## src/rtl/daq_event_word_unpacker_defines.svh

```systemverilog
// Assertion macros shared by the unpacker RTL.
`ifndef DAQ_EVENT_WORD_UNPACKER_DEFINES_SVH
`define DAQ_EVENT_WORD_UNPACKER_DEFINES_SVH

`ifndef SYNTH

// Checked only while out of reset.
`define DEU_ASSERT(lbl, clk, rst_n, prop, msg) \
	lbl: assert property (@(posedge clk) disable iff (!(rst_n)) (prop)) else $error(msg);

// Checked at every edge, reset included.
`define DEU_ASSERT_ALWAYS(lbl, clk, prop, msg) \
	lbl: assert property (@(posedge clk) (prop)) else $error(msg);

`else

`define DEU_ASSERT(lbl, clk, rst_n, prop, msg)
`define DEU_ASSERT_ALWAYS(lbl, clk, prop, msg)

`endif

`endif

```

## src/rtl/deu_pkg.sv

```systemverilog
`default_nettype none

package deu_pkg;

	typedef enum logic [1:0] {
		PH_WAIT,
		PH_COUNT,
		PH_SKIP,
		PH_BODY
	} phase_t;

	typedef enum logic [2:0] {
		KIND_LEAD,
		KIND_TRAIL,
		KIND_ADC_HI,
		KIND_ADC_LO,
		KIND_END
	} kind_t;

	localparam logic [31:0] HEADER_RESET = 32'hffff_ea0c;
	localparam logic [7:0]  TYPE_TDC     = 8'hcc;
	localparam logic [7:0]  TYPE_ADC_HI  = 8'h81;
	localparam logic [7:0]  TYPE_ADC_LO  = 8'h60;

	localparam int unsigned IDX_MAX = 15;

endpackage

`default_nettype wire

```

## src/rtl/deu_ram.sv

```systemverilog
`default_nettype none

module deu_ram #(
	parameter int unsigned WIDTH = 8,
	parameter int unsigned DEPTH = 32,
	localparam int unsigned AW = (DEPTH > 1) ? $clog2(DEPTH) : 1
) (
	input  wire logic             clk,
	input  wire logic             we,
	input  wire logic [AW-1:0]    waddr,
	input  wire logic [WIDTH-1:0] wdata,
	input  wire logic             re,
	input  wire logic [AW-1:0]    raddr,
	output logic      [WIDTH-1:0] rdata
);

	logic [WIDTH-1:0] mem [DEPTH];

	always_ff @(posedge clk) begin
		if (we) begin
			mem[waddr] <= wdata;
		end
	end

	// read-first: a read at the write address returns the old contents
	always_ff @(posedge clk) begin
		if (re) begin
			rdata <= mem[raddr];
		end
	end

endmodule

`default_nettype wire

```

## src/rtl/daq_event_word_unpacker.sv

```systemverilog
// Readout-word unpacker. One 32-bit word is taken every clock at full rate;
// results pass through the decode stage and the output register, and
// back-pressure on the result side stalls the input only once both are held.
// A header word (header_word register) opens an event, the next word gives the
// body length and the one after it is skipped. TDC body words look up and bump
// a per-channel hit count kept in a small RAM of NUM_CHANNELS rows (leading and
// trailing count side by side, registered read): the count is read when the
// word is taken and written back as the word leaves the decode stage, with the
// last write forwarded to a word on the same channel that follows directly.
// Per-row valid flags clear every count in the cycle that takes the header, so
// there is no clearing pass. The user writes header_word only while the block
// is idle; the block itself does not enforce this.
`default_nettype none
`include "daq_event_word_unpacker_defines.svh"

module daq_event_word_unpacker
	import deu_pkg::*;
#(
	parameter int unsigned NUM_CHANNELS = 32,
	parameter int unsigned MAX_HITS     = 16
) (
	input  wire logic        clk,
	input  wire logic        arst_n,

	input  wire logic        cfg_valid,
	output logic             cfg_ready,
	input  wire logic [31:0] cfg_data,      // header_word

	input  wire logic        s_axis_tvalid,
	output logic             s_axis_tready,
	input  wire logic [31:0] s_axis_tdata,  // [31:0] data_word

	output logic             m_axis_tvalid,
	input  wire logic        m_axis_tready,
	output logic [23:0]      m_axis_tdata,  // [7:0] channel, [19:8] value, [23:20] hit_index
	output logic [3:0]       m_axis_tuser,  // [2:0] hit_kind, [3] overflow
	output logic             m_axis_tlast   // last_of_event
);

	localparam int unsigned AW = (NUM_CHANNELS > 1) ? $clog2(NUM_CHANNELS) : 1;
	localparam int unsigned CW = $clog2(MAX_HITS + 1);
	localparam int unsigned RW = 2 * CW;

	// configuration
	logic [31:0] header_q;

	assign cfg_ready = 1'b1;

	always_ff @(posedge clk or negedge arst_n) begin
		if (!arst_n) begin
			header_q <= HEADER_RESET;
		end else if (cfg_valid) begin
			header_q <= cfg_data;
		end
	end

	// handshake
	logic s1_valid_s1;
	logic out_valid_q;
	logic s1_move;
	logic accept;

	assign s1_move       = !s1_valid_s1 || !out_valid_q || m_axis_tready;
	assign s_axis_tready = s1_move;
	assign accept        = s_axis_tvalid && s_axis_tready;

	// word decode and framing
	phase_t      phase_q, phase_d;
	logic [15:0] words_left_q, words_left_d;
	logic        hdr_clear;
	logic        res_d;
	kind_t       kind_d;
	logic        last_d;
	logic        tdc_d;
	logic        ovf_d;

	logic [7:0]  w_type;
	logic [7:0]  w_ch;
	logic [11:0] w_val;
	logic        w_inrange;
	logic [15:0] left_dec;

	assign w_type    = s_axis_tdata[31:24];
	assign w_ch      = s_axis_tdata[23:16];
	assign w_val     = s_axis_tdata[11:0];
	assign w_inrange = {1'b0, w_ch} < 9'(NUM_CHANNELS);
	assign left_dec  = words_left_q - 16'd1;

	always_comb begin
		phase_d      = phase_q;
		words_left_d = words_left_q;
		hdr_clear    = 1'b0;
		res_d        = 1'b0;
		kind_d       = KIND_END;
		last_d       = 1'b0;
		tdc_d        = 1'b0;
		ovf_d        = 1'b0;
		unique case (phase_q)
			PH_WAIT: begin
				if (s_axis_tdata == header_q) begin
					hdr_clear = 1'b1;
					phase_d   = PH_COUNT;
				end
			end
			PH_COUNT: begin
				words_left_d = s_axis_tdata[15:0];
				phase_d      = PH_SKIP;
			end
			PH_SKIP: begin
				if (words_left_q == 16'd0) begin
					phase_d = PH_WAIT;
					res_d   = 1'b1;
					last_d  = 1'b1;
				end else begin
					phase_d = PH_BODY;
				end
			end
			PH_BODY: begin
				words_left_d = left_dec;
				last_d       = (left_dec == 16'd0);
				if (last_d) begin
					phase_d = PH_WAIT;
				end
				priority if (w_type == TYPE_TDC) begin
					res_d  = 1'b1;
					tdc_d  = 1'b1;
					kind_d = s_axis_tdata[15] ? KIND_TRAIL : KIND_LEAD;
					ovf_d  = !w_inrange;
				end else if (w_type == TYPE_ADC_HI || w_type == TYPE_ADC_LO) begin
					res_d  = 1'b1;
					kind_d = (w_type == TYPE_ADC_HI) ? KIND_ADC_HI : KIND_ADC_LO;
					ovf_d  = !w_inrange;
				end else begin
					res_d = last_d;
				end
			end
			default: begin
				phase_d = PH_WAIT;
			end
		endcase
	end

	always_ff @(posedge clk or negedge arst_n) begin
		if (!arst_n) begin
			phase_q      <= PH_WAIT;
			words_left_q <= '0;
		end else if (accept) begin
			phase_q      <= phase_d;
			words_left_q <= words_left_d;
		end
	end

	// hit count stage
	kind_t       kind_s1;
	logic [7:0]  ch_s1;
	logic [11:0] val_s1;
	logic        last_s1;
	logic        tdc_s1;
	logic        ovf_s1;
	logic        fwd_s1;

	logic [RW-1:0]   ram_rdata;
	logic            ram_we;
	logic [RW-1:0]   row_new;
	logic [RW-1:0]   wr_data_q;
	logic [AW-1:0]   ch_addr_s1;
	logic [AW-1:0]   in_addr;
	logic [NUM_CHANNELS-1:0] row_valid_q;

	logic [RW-1:0] row_cur;
	logic [CW-1:0] cnt;
	logic [7:0]    cnt8;
	logic          full;
	logic          hit_ok;
	logic [3:0]    idx;

	assign in_addr    = w_ch[AW-1:0];
	assign ch_addr_s1 = ch_s1[AW-1:0];

	always_comb begin
		if (fwd_s1) begin
			row_cur = wr_data_q;
		end else if (row_valid_q[ch_addr_s1]) begin
			row_cur = ram_rdata;
		end else begin
			row_cur = '0;
		end
		cnt    = (kind_s1 == KIND_TRAIL) ? row_cur[RW-1:CW] : row_cur[CW-1:0];
		cnt8   = 8'(cnt);
		full   = cnt8 >= 8'(MAX_HITS);
		hit_ok = tdc_s1 && !ovf_s1 && !full;
		idx    = !hit_ok ? 4'd0 : (cnt8 > 8'(IDX_MAX)) ? 4'(IDX_MAX) : cnt8[3:0];
		row_new = row_cur;
		if (kind_s1 == KIND_TRAIL) begin
			row_new[RW-1:CW] = CW'(cnt + 1'b1);
		end else begin
			row_new[CW-1:0] = CW'(cnt + 1'b1);
		end
	end

	assign ram_we = s1_valid_s1 && s1_move && hit_ok;

	deu_ram #(
		.WIDTH (RW),
		.DEPTH (NUM_CHANNELS)
	) u_cnt_ram (
		.clk   (clk),
		.we    (ram_we),
		.waddr (ch_addr_s1),
		.wdata (row_new),
		.re    (accept),
		.raddr (in_addr),
		.rdata (ram_rdata)
	);

	always_ff @(posedge clk or negedge arst_n) begin
		if (!arst_n) begin
			s1_valid_s1 <= 1'b0;
			fwd_s1      <= 1'b0;
		end else if (s1_move) begin
			s1_valid_s1 <= accept && res_d;
			fwd_s1      <= ram_we && (ch_addr_s1 == in_addr);
		end
	end

	always_ff @(posedge clk) begin
		if (s1_move) begin
			kind_s1 <= kind_d;
			ch_s1   <= (kind_d == KIND_END) ? 8'd0 : w_ch;
			val_s1  <= (kind_d == KIND_END) ? 12'd0 : w_val;
			last_s1 <= last_d;
			tdc_s1  <= tdc_d;
			ovf_s1  <= ovf_d;
		end
		if (ram_we) begin
			wr_data_q <= row_new;
		end
	end

	// a header clears every row at once; this wins over a write-back in the same cycle
	always_ff @(posedge clk or negedge arst_n) begin
		if (!arst_n) begin
			row_valid_q <= '0;
		end else if (accept && hdr_clear) begin
			row_valid_q <= '0;
		end else if (ram_we) begin
			row_valid_q[ch_addr_s1] <= 1'b1;
		end
	end

	// output register
	always_ff @(posedge clk or negedge arst_n) begin
		if (!arst_n) begin
			out_valid_q <= 1'b0;
		end else if (!out_valid_q || m_axis_tready) begin
			out_valid_q <= s1_valid_s1;
		end
	end

	always_ff @(posedge clk) begin
		if (s1_valid_s1 && (!out_valid_q || m_axis_tready)) begin
			m_axis_tdata <= {idx, val_s1, ch_s1};
			m_axis_tuser <= {ovf_s1 || (tdc_s1 && full), kind_s1};
			m_axis_tlast <= last_s1;
		end
	end

	assign m_axis_tvalid = out_valid_q;

	`DEU_ASSERT(a_we_needs_item, clk, arst_n,
		ram_we |-> (s1_valid_s1 && tdc_s1), "count written without a tdc word in the stage")
	`DEU_ASSERT(a_hdr_clears, clk, arst_n,
		(accept && hdr_clear) |=> (row_valid_q == '0), "header did not clear the hit counts")
	`DEU_ASSERT(a_end_clean, clk, arst_n,
		(m_axis_tvalid && m_axis_tuser[2:0] == KIND_END) |-> (m_axis_tlast && !m_axis_tuser[3]),
		"event end result malformed")
	`DEU_ASSERT(a_idx_tdc_only, clk, arst_n,
		(m_axis_tvalid && m_axis_tdata[23:20] != 4'd0) |->
		((m_axis_tuser[2:0] == KIND_LEAD || m_axis_tuser[2:0] == KIND_TRAIL)
		&& !m_axis_tuser[3]), "hit index on a result that is not a counted tdc hit")
	`DEU_ASSERT_ALWAYS(a_fwd_after_write, clk,
		(arst_n && fwd_s1) |-> ($past(ram_we) || ($past(fwd_s1) && !$past(s1_move))),
		"forwarding without a preceding write")

endmodule

`default_nettype wire
```

## config.mk

```make
export PLATFORM = sky130hd
export DESIGN_NAME = daq_event_word_unpacker
export DESIGN_NICKNAME = d
export VERILOG_FILES = /design/src/rtl/deu_pkg.sv /design/src/rtl/deu_ram.sv /design/src/rtl/daq_event_word_unpacker.sv
export VERILOG_INCLUDE_DIRS = /design/src /design/src/rtl
export SDC_FILE = /design/constraint.sdc
export NUM_CORES = 1
export LEC_CHECK = 0
export BUFFER_PORTS_ARGS = -buffer_cell sky130_fd_sc_hd__buf_2
export CORE_ASPECT_RATIO = 1.25
export CORE_UTILIZATION = 60
export DETAILED_ROUTE_END_ITERATION = 8
export PLACE_DENSITY = 0.74
export SYNTH_ARGS = -nofsm -noshare
export SYNTH_HDL_FRONTEND = slang
export SYNTH_SLANG_ARGS = --single-unit
export TNS_END_PERCENT = 50
```

## constraint.sdc

```tcl
create_clock -name clk -period 4.7 [get_ports clk]
set_input_delay 0.47 -clock clk [delete_from_list [all_inputs] [get_ports clk]]
set_output_delay 0.47 -clock clk [all_outputs]
set_load 0.05 [all_outputs]
```

==> metrics.csv, run 1 <==
stage,metric,value,unit
synth,synth_ff_type,edfxtp_1,
global_routing,grt_pass1_wl,67.1,mm
synth,synth_most_common_cell,edfxtp_1,
synth,synth-seq-cells,480,
clock_network,htree_levels,2,
route,drtIter0Drc,1207,
critical_path,critPathKind,flip-flop to flip-flop,
die,die_area,34000,um2
sta,fmax,240,MHz
critical_path,crit_required,5.03,ns
route,drcViolationCount,46,
synth,ys_types,70,
clock_network,clkTransAtPathRegs,0.07,ns
global_routing,grt_pass1_vias,11147,
route,drt-total-wl,44.5,mm
clock_network,cts_root_buf,clkbuf_16,
cells_and_area,layout.nets,1370,
sta,fin_skew,0.0227,ns
critical_path,critical_path.max_fanout,33,
route,viasPerCell,6.31,
power,p_int,0.00714,W
sta,rsz0062_at_grt,false,
clock_network,clock-sinks,480,
die,die_x,165,um
run_status,status,finished with violations,
route,dr.pass1.iters,8,
placement,io_buffers,99,
sta,drv_slew,0,
sta,tns,0,ns
cells_and_area,drive_gt1_share,33.9,%
cells_and_area,areaGrowthSynthToFinish,14.2,%
cells_and_area,final_cells,1751,
placement,place_hpwl,29.3,mm
synth,synth_top_area_share,59.4,%
power,switching_share,23.5,%
clock_network,numCtsBuffers,46,
global_routing,grt_start_max_net_pins,45,
global_routing,groute.usage.overall,27.3,%
synth,ys_warn_count,0,
sta,maxSlewHeadroom,34.4,%
synth,yosysTopAreaCell,edfxtp_1,
die,rows,74,
sta,hold_viol,0,
global_routing,grt_overflow,0,
die,ios,101,
run_status,violations,design-rule violations,
sta,min_period_over_period,88.6,%
power,p_leak,8.61,nW
clock_network,clkLatencyLatePin,0.56,ns
power,powerDensity,409,nW/um2
power,p_seq_share,52.0,%
synth,synth_cells,1157,
critical_path,end_kind,flip-flop,
synth,syn_avg_cell_area,17.3,um2
power,p_comb_share,9.0,%
power,netSwitchingPower,0.00219,W
power,ir_drop,0.303,mV
synth,synth_area_leaders,"edfxtp_1 59%, mux4_2 11%, dfrtp_1 7.8%",
synth,syn_area,20000,um2
power,p_clk_share,39.0,%
sta,setup_viol,0,
flow_run,timing.max_cap.violations,0,
synth,async_flop_share,17.7,%
synth,synth_enable_flop_cells,395,
die,die_height,206,um
critical_path,arrival,4.50,ns
die,coreArea,32800,um2
placement,dp.cells,1665,
sta,worstMarginPinSlew,0.984,ns
min_path,hold_class,input pin to flip-flop,
synth,synth_commonest_cells,"395 x edfxtp_1, 101 x mux4_2, 76 x nor2_1, 62 x dfrtp_1",
synth,synth_seq_area_share,70.1,%
placement,gp_congestion,0.876,
route,antenna_left,0,
synth,syn_nets,1231,
route,wl_per_cell,25.4,um
route,via_count,11043,
clock_network,cts_buffer_depth,3,
global_routing,antenna_found_initial,1,
die,start_util,61.0,%
critical_path,startpoint_type,flip-flop,
sta,finalCriticalPeriod,4.16,ns
clock_network,cts_tree,built,
==> layout make-up <==
type	count	area [um2]
Multi-Input combinational cell	597	5780
Inverter	9	33.8
Antenna cell	1	2.50
Clock inverter	26	220
Fill cell	2087	9950
Tap cell	418	523
Clock buffer	58	1270
Sequential cell	480	14000
Timing Repair Buffer	162	978
==> final timing paths <==
| check | to | start | slack (ns) | cells past startpoint |
|---|---|---|---|---|
| min reg2reg | m_axis_tdata[7] | ch_s1[7] | 0.41 | 0 |
| min in group asynchronous | header_q[1] | arst_n | 0.47 | 2 |
| min | header_q[5] | cfg_data[5] | 0.14 | 2 |
| max reg2reg | u_cnt_ram.mem[7][9] | ch_s1[3] | 0.54 | 13 |
| max | u_cnt_ram.mem[7][9] | ch_s1[3] | 0.54 | 13 |
| max in group asynchronous | header_q[15] | arst_n | 3.24 | 3 |
==> sequential cells by signal, summed over array words and instances (netlist names) <==
name,cells
u_cnt_ram.mem,320
tdc_s1,1
row_valid_q,32
s1_valid_s1,1
words_left_q,16
phase_q,2
u_cnt_ram.rdata,10
ovf_s1,1
m_axis_tuser,4
m_axis_tlast,1
wr_data_q,10
fwd_s1,1
header_q,32
val_s1,12
ch_s1,8
m_axis_tdata,24
kind_s1,3
m_axis_tvalid,1
last_s1,1
==> worst max-delay path, stage by stage, from the launching register on <==
cell and delay, ns:
edfxtp_1 0.61, or3b_2 0.65, o22ai_1 0.22, nor4_1 0.09, o211ai_2 0.36, and2_0 0.44
nand2b_1 0.15, nand2_1 0.09, ha_1 0.18, nand2_1 0.11, o32ai_1 0.26, ha_1 0.32
a21oi_2 0.13, buf_4 0.31
==> per-layer routing <==
metal	GRT usage, %	up-vias	wire, um
li1	-	4848	-
met1	36.4	5693	17900
met2	45.2	419	22300
met3	3.85	83	2600
met4	11.3	0	1780
met5	0	-	0
==> power by group through the flow <==
| stage | registers, W | logic, W | clock network [W] |
|---|---|---|---|
| global route | 0.00487 | 0.000933 | 0.00384 |
| global placement | 0.00493 | 0.000820 | 0 |
| CTS | 0.00485 | 0.000844 | 0.00370 |
| floorplan | 0.00487 | 0.000682 | 0 |
| detailed placement | 0.00493 | 0.000838 | 0 |
| finish | 0.00485 | 0.000842 | 0.00364 |
==> what timing repair did <==
| item | in CTS | in global routing |
|---|---|---|
| setup buffers | 0 | 0 |
| endpoints found under the hold margin | 40 | 0 |
| gates resized for setup | 0 | 0 |
| hold buffers | 1 | 0 |
==> metrics by stage <==
stage | worst slack [ns] | utilization (%) | hold slack, ns | instance area [um2] | total power, W
3_3_place_gp | 0.733 | 65.1 | 0.401 | 21300 | 0.00575
5_1_grt | 0.270 | 69.7 | 0.129 | 22800 | 0.00964
4_1_cts | 0.570 | 69.6 | 0.119 | 22800 | 0.00939
3_5_place_dp | 0.641 | 65.1 | 0.406 | 21300 | 0.00577
6_report | 0.536 | 69.7 | 0.138 | 22800 | 0.00933
2_1_floorplan | 0.692 | - | 0.174 | 20000 | 0.00555
==> cells in the final DEF (no fill, tap or decap), drive strengths merged, types with 7 or more instances in the layout <==
| cell | synthesis | layout |
|---|---|---|
| a31oi | 27 | 27 |
| o21ai | 12 | 12 |
| xnor2 | 9 | 9 |
| dfstp | 23 | 23 |
| and2 | 25 | 25 |
| mux2 | 47 | 47 |
| nand2b | 11 | 11 |
| dfrtp | 62 | 62 |
| edfxtp | 395 | 395 |
| inv | 9 | 11 |
| nor2 | 76 | 76 |
| nor3 | 14 | 14 |
| buf | 27 | 161 |
| mux4 | 101 | 101 |
| nand2 | 47 | 47 |
| o211ai | 7 | 7 |
| a21oi | 31 | 31 |
| clkbuf | 44 | 58 |
| xor2 | 38 | 38 |
| o22ai | 15 | 15 |
| nand3 | 12 | 12 |
| nor4 | 29 | 29 |
| clkinv | 0 | 16 |
| mux2i | 19 | 19 |
| nand3b | 8 | 8 |
==> logic make-up (layout without fill, tap and decap cells) <==
group,after synthesis,after routing,synth area share [%]
flops,480,480,70.1
simple gates,256,256,6.66
mux,167,167,15.0
compound gates,121,121,4.04
buf+inv,80,255,1.78
xor+xnor,47,47,2.06
fa+ha+maj,5,5,0.313
other cells,1,2,0.0188
Power figures use the tool's default switching activity.
==> inputs of run 2 (changes only) <==
--- a/config.mk
+++ b/config.mk
@@ -6,11 +6,14 @@
 export SDC_FILE = /design/constraint.sdc
 export NUM_CORES = 1
 export LEC_CHECK = 0
+export ABC_AREA = 1
 export BUFFER_PORTS_ARGS = -buffer_cell sky130_fd_sc_hd__buf_2
+export CELL_PAD_IN_SITES_DETAIL_PLACEMENT = 0
+export CELL_PAD_IN_SITES_GLOBAL_PLACEMENT = 1
 export CORE_ASPECT_RATIO = 1.25
-export CORE_UTILIZATION = 60
+export CORE_UTILIZATION = 49
 export DETAILED_ROUTE_END_ITERATION = 8
-export PLACE_DENSITY = 0.74
+export PLACE_DENSITY = 0.75
 export SYNTH_ARGS = -nofsm -noshare
 export SYNTH_HDL_FRONTEND = slang
 export SYNTH_SLANG_ARGS = --single-unit
==> run 2 against run 1 <==
Global-route usage is 0.55 points lower. The flow finishes with violations (negative hold slack). Critical endpoint is now u_cnt_ram.mem[13][9]. Area after synthesis is 3.0% higher. Critical path type unchanged. Sequential power is 2% lower. Worst hold slack worse by 0.15 ns. Worst setup slack better by 0.18 ns. Critical path depth is 1 higher.
==> metrics.csv, run 2 <==
stage,metric,value,unit,change
run_status,status,finished with violations,,
run_status,violations,negative hold slack,,
critical_path,reg2reg_setup_slack,0.72,ns,+0.18 ns
die,die_x,185,um,+12%
flow_run,timing.max_cap.violations,0,,unchanged
critical_path,arrival,4.17,ns,-0.33 ns
cells_and_area,multi_input_area,5810,um2,+0.37%
synth,syn_nets,1942,,+58%
synth,syn_area,20600,um2,+3.0%
synth,synth_top_area_share,57.7,%,-1.7 points
clock_network,hold_buffers,0,,-1
cells_and_area,diodes,0,,-1
cells_and_area,areaGrowthSynthToFinish,13.6,%,
route,drcViolationCount,0,,-100%
sta,fin_skew,0.0192,ns,-0.00345 ns
sta,finalCriticalPeriod,3.98,ns,-0.184 ns
critical_path,crit_required,4.89,ns,-0.14 ns
route,drtIter0Drc,1323,,+9.6%
cells_and_area,layout.nets,2051,,+50%
critical_path,r2r-start,ch_s1[4],,
cells_and_area,fillCellCount,3592,,+72%
placement,io_buffers,99,,unchanged
sta,hold_viol,6,,+6
placement,place_hpwl,34.6,mm,+18%
clock_network,clkLatencyLatePin,0.57,ns,about the same
clock_network,cts_root_buf,clkbuf_16,,
sta,drv_slew,0,,unchanged
die,start_util,49.9,%,-11 points
power,powerDensity,391,nW/um2,-4.3%
route,wl_per_cell,21.7,um,-15%
clock_network,clkTransAtPathRegs,0.06,ns,about the same
sta,tns,0,ns,unchanged
synth,synth_commonest_cells,"395 x edfxtp_1, 310 x nand2_1, 304 x nor2_1, 232 x o21ai_0, 93 x inv_1",,
global_routing,groute.usage.overall,26.7,%,-0.55 points
global_routing,grt_overflow,0,,unchanged
cells_and_area,utilization,56.7,%,-13 points
global_routing,grt_start_max_net_pins,105,,+130%
placement,dp_slack,0.774,ns,+0.133 ns
clock_network,numCtsBuffers,46,,unchanged
sta,worstMarginPinSlew,1.30,ns,+0.315 ns
synth,synth-seq-cells,480,,unchanged
cells_and_area,largest_reg_flops,320,,unchanged
global_routing,antenna_found_initial,0,,-1
min_path,hold_class,input pin to asynchronous set/reset pin,,
synth,synth_most_common_cell,edfxtp_1,,
critical_path,critPathKind,flip-flop to flip-flop,,
critical_path,startpoint_type,flip-flop,,
clock_network,clock-sinks,480,,unchanged
route,dr.pass1.iters,6,,-2
cells_and_area,top_regs,"u_cnt_ram.mem (320), header_q (32), row_valid_q (32)",,
cells_and_area,final_common_cell,edfxtp_1,,
global_routing,grt_pass1_wl,85.5,mm,+27%
global_routing,use_met1,34.1,%,-2.3 points
global_routing,grt_busiest_layer,met2,,
route,viasPerCell,5.73,,-9.1%
die,rows,83,,+12%
sta,hold_ws,-0.0147,ns,-0.152 ns
global_routing,use_met3,4.79,%,+0.94 points
die,die_area,42800,um2,+26%
synth,synth_enable_flop_cells,395,,unchanged
route,antenna_left,0,,unchanged
route,drt-total-wl,55.7,mm,+25%
cells_and_area,regArea,14000,um2,unchanged
placement,dp.cells,2481,,+49%
die,coreArea,41200,um2,+26%
synth,ys_warn_count,0,,unchanged
synth,async_flop_share,17.7,%,unchanged
route,via_count,14712,,+33%
sta,fmax,251,MHz,+4.6%
power,ir_drop,0.237,mV,-22%
critical_path,critical_path.max_fanout,33,,unchanged
clock_network,post_cts_buffers,0,,unchanged
global_routing,met2_usage,45.1,%,-0.087 points
synth,syn_avg_cell_area,11.0,um2,-36%
synth,synth_ff_type,edfxtp_1,,
cells_and_area,largest_register,u_cnt_ram.mem,,
clock_network,ctsResizeCount,0,,unchanged
die,die_height,231,um,+12%
synth,ys_types,46,,-34%
sta,rsz0062_at_grt,false,,
synth,yosysTopAreaCell,edfxtp_1,,
clock_network,cts_buffer_depth,3,,unchanged
synth,synth_cells,1868,,+61%
placement,gp_congestion,0.830,,-5.2%
synth,synth_seq_area_share,68.1,%,-2.0 points
cells_and_area,final_cells,2567,,+47%
critical_path,r2r-end,u_cnt_ram.mem[13][9],,
die,ios,101,,unchanged
sta,setup_viol,0,,unchanged
sta,worst_slack,0.720,ns,+0.184 ns
power,p_leak,9.12,nW,+6.0%
sta,min_period_over_period,84.7,%,-3.9 points
global_routing,grt_pass1_vias,14452,,+30%
critical_path,end_kind,flip-flop,,
clock_network,cts_tree,built,,
synth,synth_area_leaders,"edfxtp_1 58%, dfrtp_1 7.5%, nand2_1 5.7%",,
clock_network,htree_levels,2,,unchanged
critical_path,ff2ff_path_depth,14,,+1
cells_and_area,drive_gt1_share,14.3,%,-20 points
cells_and_area,final_cell_mix,"395 x edfxtp_1, 310 x nand2_1, 301 x nor2_1",,
sta,maxSlewHeadroom,13.3,%,-21 points
## run 2: changes by cell type after synthesis, moves of 42 or more
cell | previous run | this run
inv_1 | 9 | 93
mux4_2 | 101 | 0
clkbuf_1 | 43 | 85
nand2_1 | 47 | 310
nand3_1 | 11 | 78
nor2_1 | 76 | 304
o21ai_0 | 11 | 232
o221ai_1 | 0 | 56
## run 2: worst max path at each step
stage                     slack, ns  cells after the start                    to     start
after floorplan                0.69                     14   u_cnt_ram.mem[0][9]  ch_s1[3]
after global placement         0.93                     14  u_cnt_ram.mem[11][9]  ch_s1[2]
after detailed placement       0.77                     14   u_cnt_ram.mem[9][9]  ch_s1[2]
after CTS                      0.76                     14  u_cnt_ram.mem[13][9]  ch_s1[2]
after global routing           0.38                     14  u_cnt_ram.mem[15][9]  ch_s1[3]
final                          0.72                     14  u_cnt_ram.mem[13][9]  ch_s1[4]
## run 2: layout make-up
cell class | instances | area share, %
inverter | 104 | 1.69
tap | 552 | 2.96
timing repair buffer | 160 | 4.15
sequential | 480 | 60.0
clock buffer | 56 | 5.22
multi-input combinational | 1185 | 24.8
clock inverter | 30 | 1.16
## run 2: layer usage
metal  share of wire [%]  vias up  wire [um]
li1                    -     6832          -
met1                  40     7247      22300
met2                  50      519      27600
met3                 6.8      114       3780
met4                 3.7        0       2080
met5                   0        -          0
## run 2: critical path, stage by stage, from the launching register on
cell	delay [ns]
edfxtp_1	0.48
inv_1	0.15
nor3_1	0.55
nand2_1	0.11
nand2_1	0.11
nor2_2	0.05
nand2_4	0.13
nand3_1	0.09
nand2_1	0.13
nand2_1	0.08
nand2_1	0.11
ha_1	0.18
nor3b_1	0.19
ha_1	0.29
o21ai_2	0.94
## run 2: kinds of logic (layout without fill, tap and decap cells)
group | count (synthesis) | in the layout | share of synthesized area [%]
AND/OR/NAND/NOR | 755 | 755 | 15.1
flip-flops | 480 | 480 | 68.1
AO/OA/AOI/OAI | 395 | 395 | 11.2
buffers and inverters | 203 | 350 | 3.89
XOR/XNOR | 20 | 20 | 0.851
multiplexers | 9 | 9 | 0.487
adder cells (fa/ha/maj) | 5 | 5 | 0.304
other | 1 | 1 | 0.0182
## run 2: report_power, final
| part | leakage [nW] | internal (W) | switching [W] |
|---|---|---|---|
| combinational | 3.38 | 0.000225 | 0.000491 |
| sequential | 5.02 | 0.00467 | 0.0000742 |
| clock | 0.720 | 0.00208 | 0.00160 |
## run 2: per-stage QoR
| step | area, um2 | hold slack [ns] | total power, W |
|---|---|---|---|
| finish | 23400 | -0.0147 | 0.00914 |
| floorplan | 20600 | 0.174 | 0.00529 |
| global placement | 21900 | 0.402 | 0.00553 |
| global route | 23400 | 0.0363 | 0.00945 |
| detailed placement | 21900 | 0.412 | 0.00554 |
| CTS | 23400 | 0.00151 | 0.00921 |
==> inputs of run 3 (changes only) <==
--- a/config.mk
+++ b/config.mk
@@ -6,14 +6,14 @@
 export SDC_FILE = /design/constraint.sdc
 export NUM_CORES = 1
 export LEC_CHECK = 0
-export ABC_AREA = 1
+export ABC_AREA = 0
 export BUFFER_PORTS_ARGS = -buffer_cell sky130_fd_sc_hd__buf_2
 export CELL_PAD_IN_SITES_DETAIL_PLACEMENT = 0
 export CELL_PAD_IN_SITES_GLOBAL_PLACEMENT = 1
 export CORE_ASPECT_RATIO = 1.25
-export CORE_UTILIZATION = 49
+export CORE_UTILIZATION = 53
 export DETAILED_ROUTE_END_ITERATION = 8
-export PLACE_DENSITY = 0.75
+export PLACE_DENSITY = 0.76
 export SYNTH_ARGS = -nofsm -noshare
 export SYNTH_HDL_FRONTEND = slang
 export SYNTH_SLANG_ARGS = --single-unit
==> constraint.sdc (replaced) <==
create_clock -name clk -period 3.7 [get_ports clk]
set_input_delay 0.37 -clock clk [delete_from_list [all_inputs] [get_ports clk]]
set_output_delay 0.37 -clock clk [all_outputs]
set_load 0.05 [all_outputs]
==> run 3 against run 2 <==
The run ends with design-rule violations left. Via count decreased by 25%. Fmax up 15%. Sequential power grew 29%. First-iteration DRC count decreased by 30%. Clock power rose by 21%. Utilization grew 5.2 points. Clock-buffer cell count up 5.
==> metrics.csv, run 3 (synthesis results as in run 1) <==
stage,metric,value,unit,change
clock_network,cts_buffer_depth,3,,unchanged
die,coreArea,37200,um2,-9.9%
critical_path,startpoint_type,flip-flop,,
critical_path,crit_path_top_delay_cell,or3b_1,,
route,drcViolationCount,2,,+2
critical_path,crit_chain,or3b_1 -> o21ai_0 -> nor4_1 -> o211ai_2 -> and2_0 -> nand2b_1 -> nand2_1 -> ha_1 -> nand2_1 -> o32ai_1 -> ha_1 -> a21oi_2 -> buf_12,,
cells_and_area,fillCellCount,2767,,-23%
sta,fmax,290,MHz,+15%
route,drtIter0Drc,930,,-30%
sta,fin_skew,0.0227,ns,+0.00348 ns
placement,gp_congestion,0.866,,+4.3%
global_routing,groute.usage.overall,24.9,%,-1.8 points
sta,drv_slew,0,,unchanged
route,antenna_left,0,,unchanged
cells_and_area,drive_gt1_share,33.8,%,+20 points
critical_path,critPathKind,flip-flop to flip-flop,,
die,start_util,53.8,%,+3.9 points
die,die_height,219,um,-5.2%
flow_run,timing.max_cap.violations,0,,unchanged
run_status,status,finished with violations,,
cells_and_area,regArea,14000,um2,unchanged
sta,maxSlewHeadroom,34.2,%,+21 points
sta,min_period_over_period,93.2,%,+8.5 points
sta,rsz0062_at_grt,false,,
route,wl_per_cell,25.3,um,+17%
critical_path,cp_slowest_stage_delay,0.56,ns,-0.38 ns
sta,hold_viol,0,,-6
cells_and_area,diodes,0,,unchanged
route,viasPerCell,6.01,,+4.8%
die,rows,79,,-4.8%
sta,worstMarginPinSlew,0.987,ns,-0.312 ns
power,p_leak,8.67,nW,-5.0%
critical_path,critical_path.max_fanout,33,,unchanged
clock_network,clock-sinks,480,,unchanged
global_routing,grt_start_max_net_pins,72,,-31%
placement,place_area,21600,um2,-1.4%
clock_network,clkLatencyLatePin,0.57,ns,about the same
cells_and_area,final_common_cell,edfxtp_1,,
cells_and_area,multi_input_area,5780,um2,-0.37%
clock_network,cts_root_buf,clkbuf_16,,
cells_and_area,final_cells,1834,,-29%
power,finalPower,0.0117,W,+28%
die,die_x,176,um,-5.2%
placement,place_hpwl,29.6,mm,-15%
cells_and_area,final_cell_mix,"395 x edfxtp_1, 101 x mux4_2, 96 x buf_2",,
global_routing,antenna_found_initial,0,,unchanged
min_path,hold_class,input pin to flip-flop,,
placement,io_buffers,99,,unchanged
sta,worst_slack,0.252,ns,-0.468 ns
power,ir_drop,0.380,mV,+60%
placement,dp.cells,1747,,-30%
route,via_count,11018,,-25%
placement,dp_slack,0.290,ns,-0.484 ns
sta,finalCriticalPeriod,3.45,ns,-0.532 ns
cells_and_area,top_regs,"u_cnt_ram.mem (320), header_q (32), row_valid_q (32)",,
cells_and_area,largest_reg_flops,320,,unchanged
global_routing,grt_pass1_wl,69.5,mm,-19%
clock_network,cts_tree,built,,
cells_and_area,layout.nets,1384,,-33%
global_routing,grt_pass1_vias,11051,,-24%
clock_network,post_cts_buffers,0,,unchanged
route,drt-total-wl,46.4,mm,-17%
power,powerDensity,509,nW/um2,+30%
global_routing,grt_overflow,0,,unchanged
cells_and_area,largest_register,u_cnt_ram.mem,,
clock_network,numCtsBuffers,46,,unchanged
cells_and_area,areaGrowthSynthToFinish,15.1,%,
run_status,violations,design-rule violations,,
cells_and_area,design_area,23000,um2,-1.6%
die,ios,101,,unchanged
critical_path,end_kind,flip-flop,,
clock_network,clkTransAtPathRegs,0.06,ns,about the same
clock_network,htree_levels,2,,unchanged
route,dr.pass1.iters,7,,+1
sta,setup_viol,0,,unchanged
die,die_area,38500,um2,-10%
critical_path,crit_required,4.10,ns,-0.79 ns
critical_path,arrival,3.85,ns,-0.32 ns
run 3: cell count changes in the layout (fill, tap and decap cells not counted), moves of 26 or more:
cell and delta:
nand2_1 -263, nor2_1 -228, o21ai_0 -218, mux4_2 +101, inv_1 -83, nand3_1 -67
o221ai_1 -56, mux2_2 +39, xor2_1 +26
run 3: timing repair:
item,in CTS,in global routing
hold endpoints to repair,3,0
resized for setup,0,0
hold buffers,1,0
run 3: final cells by class:
class                      count  area share [%]
clock buffer                  61            5.34
multi-input combinational    597            25.1
tap                          486            2.64
timing repair buffer         176            4.98
sequential                   480            60.9
clock inverter                25           0.816
inverter                       9           0.147
run 3: per-stage QoR:
step	hold slack [ns]	TNS [ns]	utilization (%)
4_1_cts	0.0147	0	61.9
3_5_place_dp	0.405	0	58.1
3_3_place_gp	0.401	0	58.1
5_1_grt	0.0228	0	61.9
2_1_floorplan	0.0744	-20.31	-
6_report	0.0352	0	61.9
run 3: power breakdown:
part | total [W] | internal, W | switching [W]
registers | 0.00612 | 0.00596 | 0.000164
logic | 0.00112 | 0.000474 | 0.000641
clock network | 0.00447 | 0.00249 | 0.00198
total | 0.0117 | 0.00892 | 0.00278
run 3: metal layers:
layer	part of all wire [%]	vias up	track usage, %	wire length, um
met4	3.1	0	8.84	1450
li1	-	4872	-	-
met3	5.8	80	3.72	2700
met1	39	5690	31.5	18200
met5	0	-	0	0
met2	52	376	43.7	24100
run 3: worst max-delay path, delay by kind of cell, from the launching register on:
kind	cells	cell delay, ns
compound gates	4	0.94
simple gates	6	1.14
buf+inv	1	0.20
flops	1	0.51
fa+ha+maj	2	0.49
run 3: final timing paths:
| path | slack (ns) | cells after the start | to | from |
|---|---|---|---|---|
| hold / removal | 0.04 | 2 | header_q[21] | cfg_data[21] |
| max in group asynchronous | 2.36 | 3 | row_valid_q[11] | arst_n |
| setup / recovery | 0.25 | 13 | u_cnt_ram.mem[2][4] | ch_s1[2] |
| setup reg to reg | 0.25 | 13 | u_cnt_ram.mem[2][4] | ch_s1[2] |
| min in group asynchronous | 0.47 | 2 | header_q[5] | arst_n |
| hold reg to reg | 0.41 | 0 | m_axis_tdata[8] | val_s1[0] |
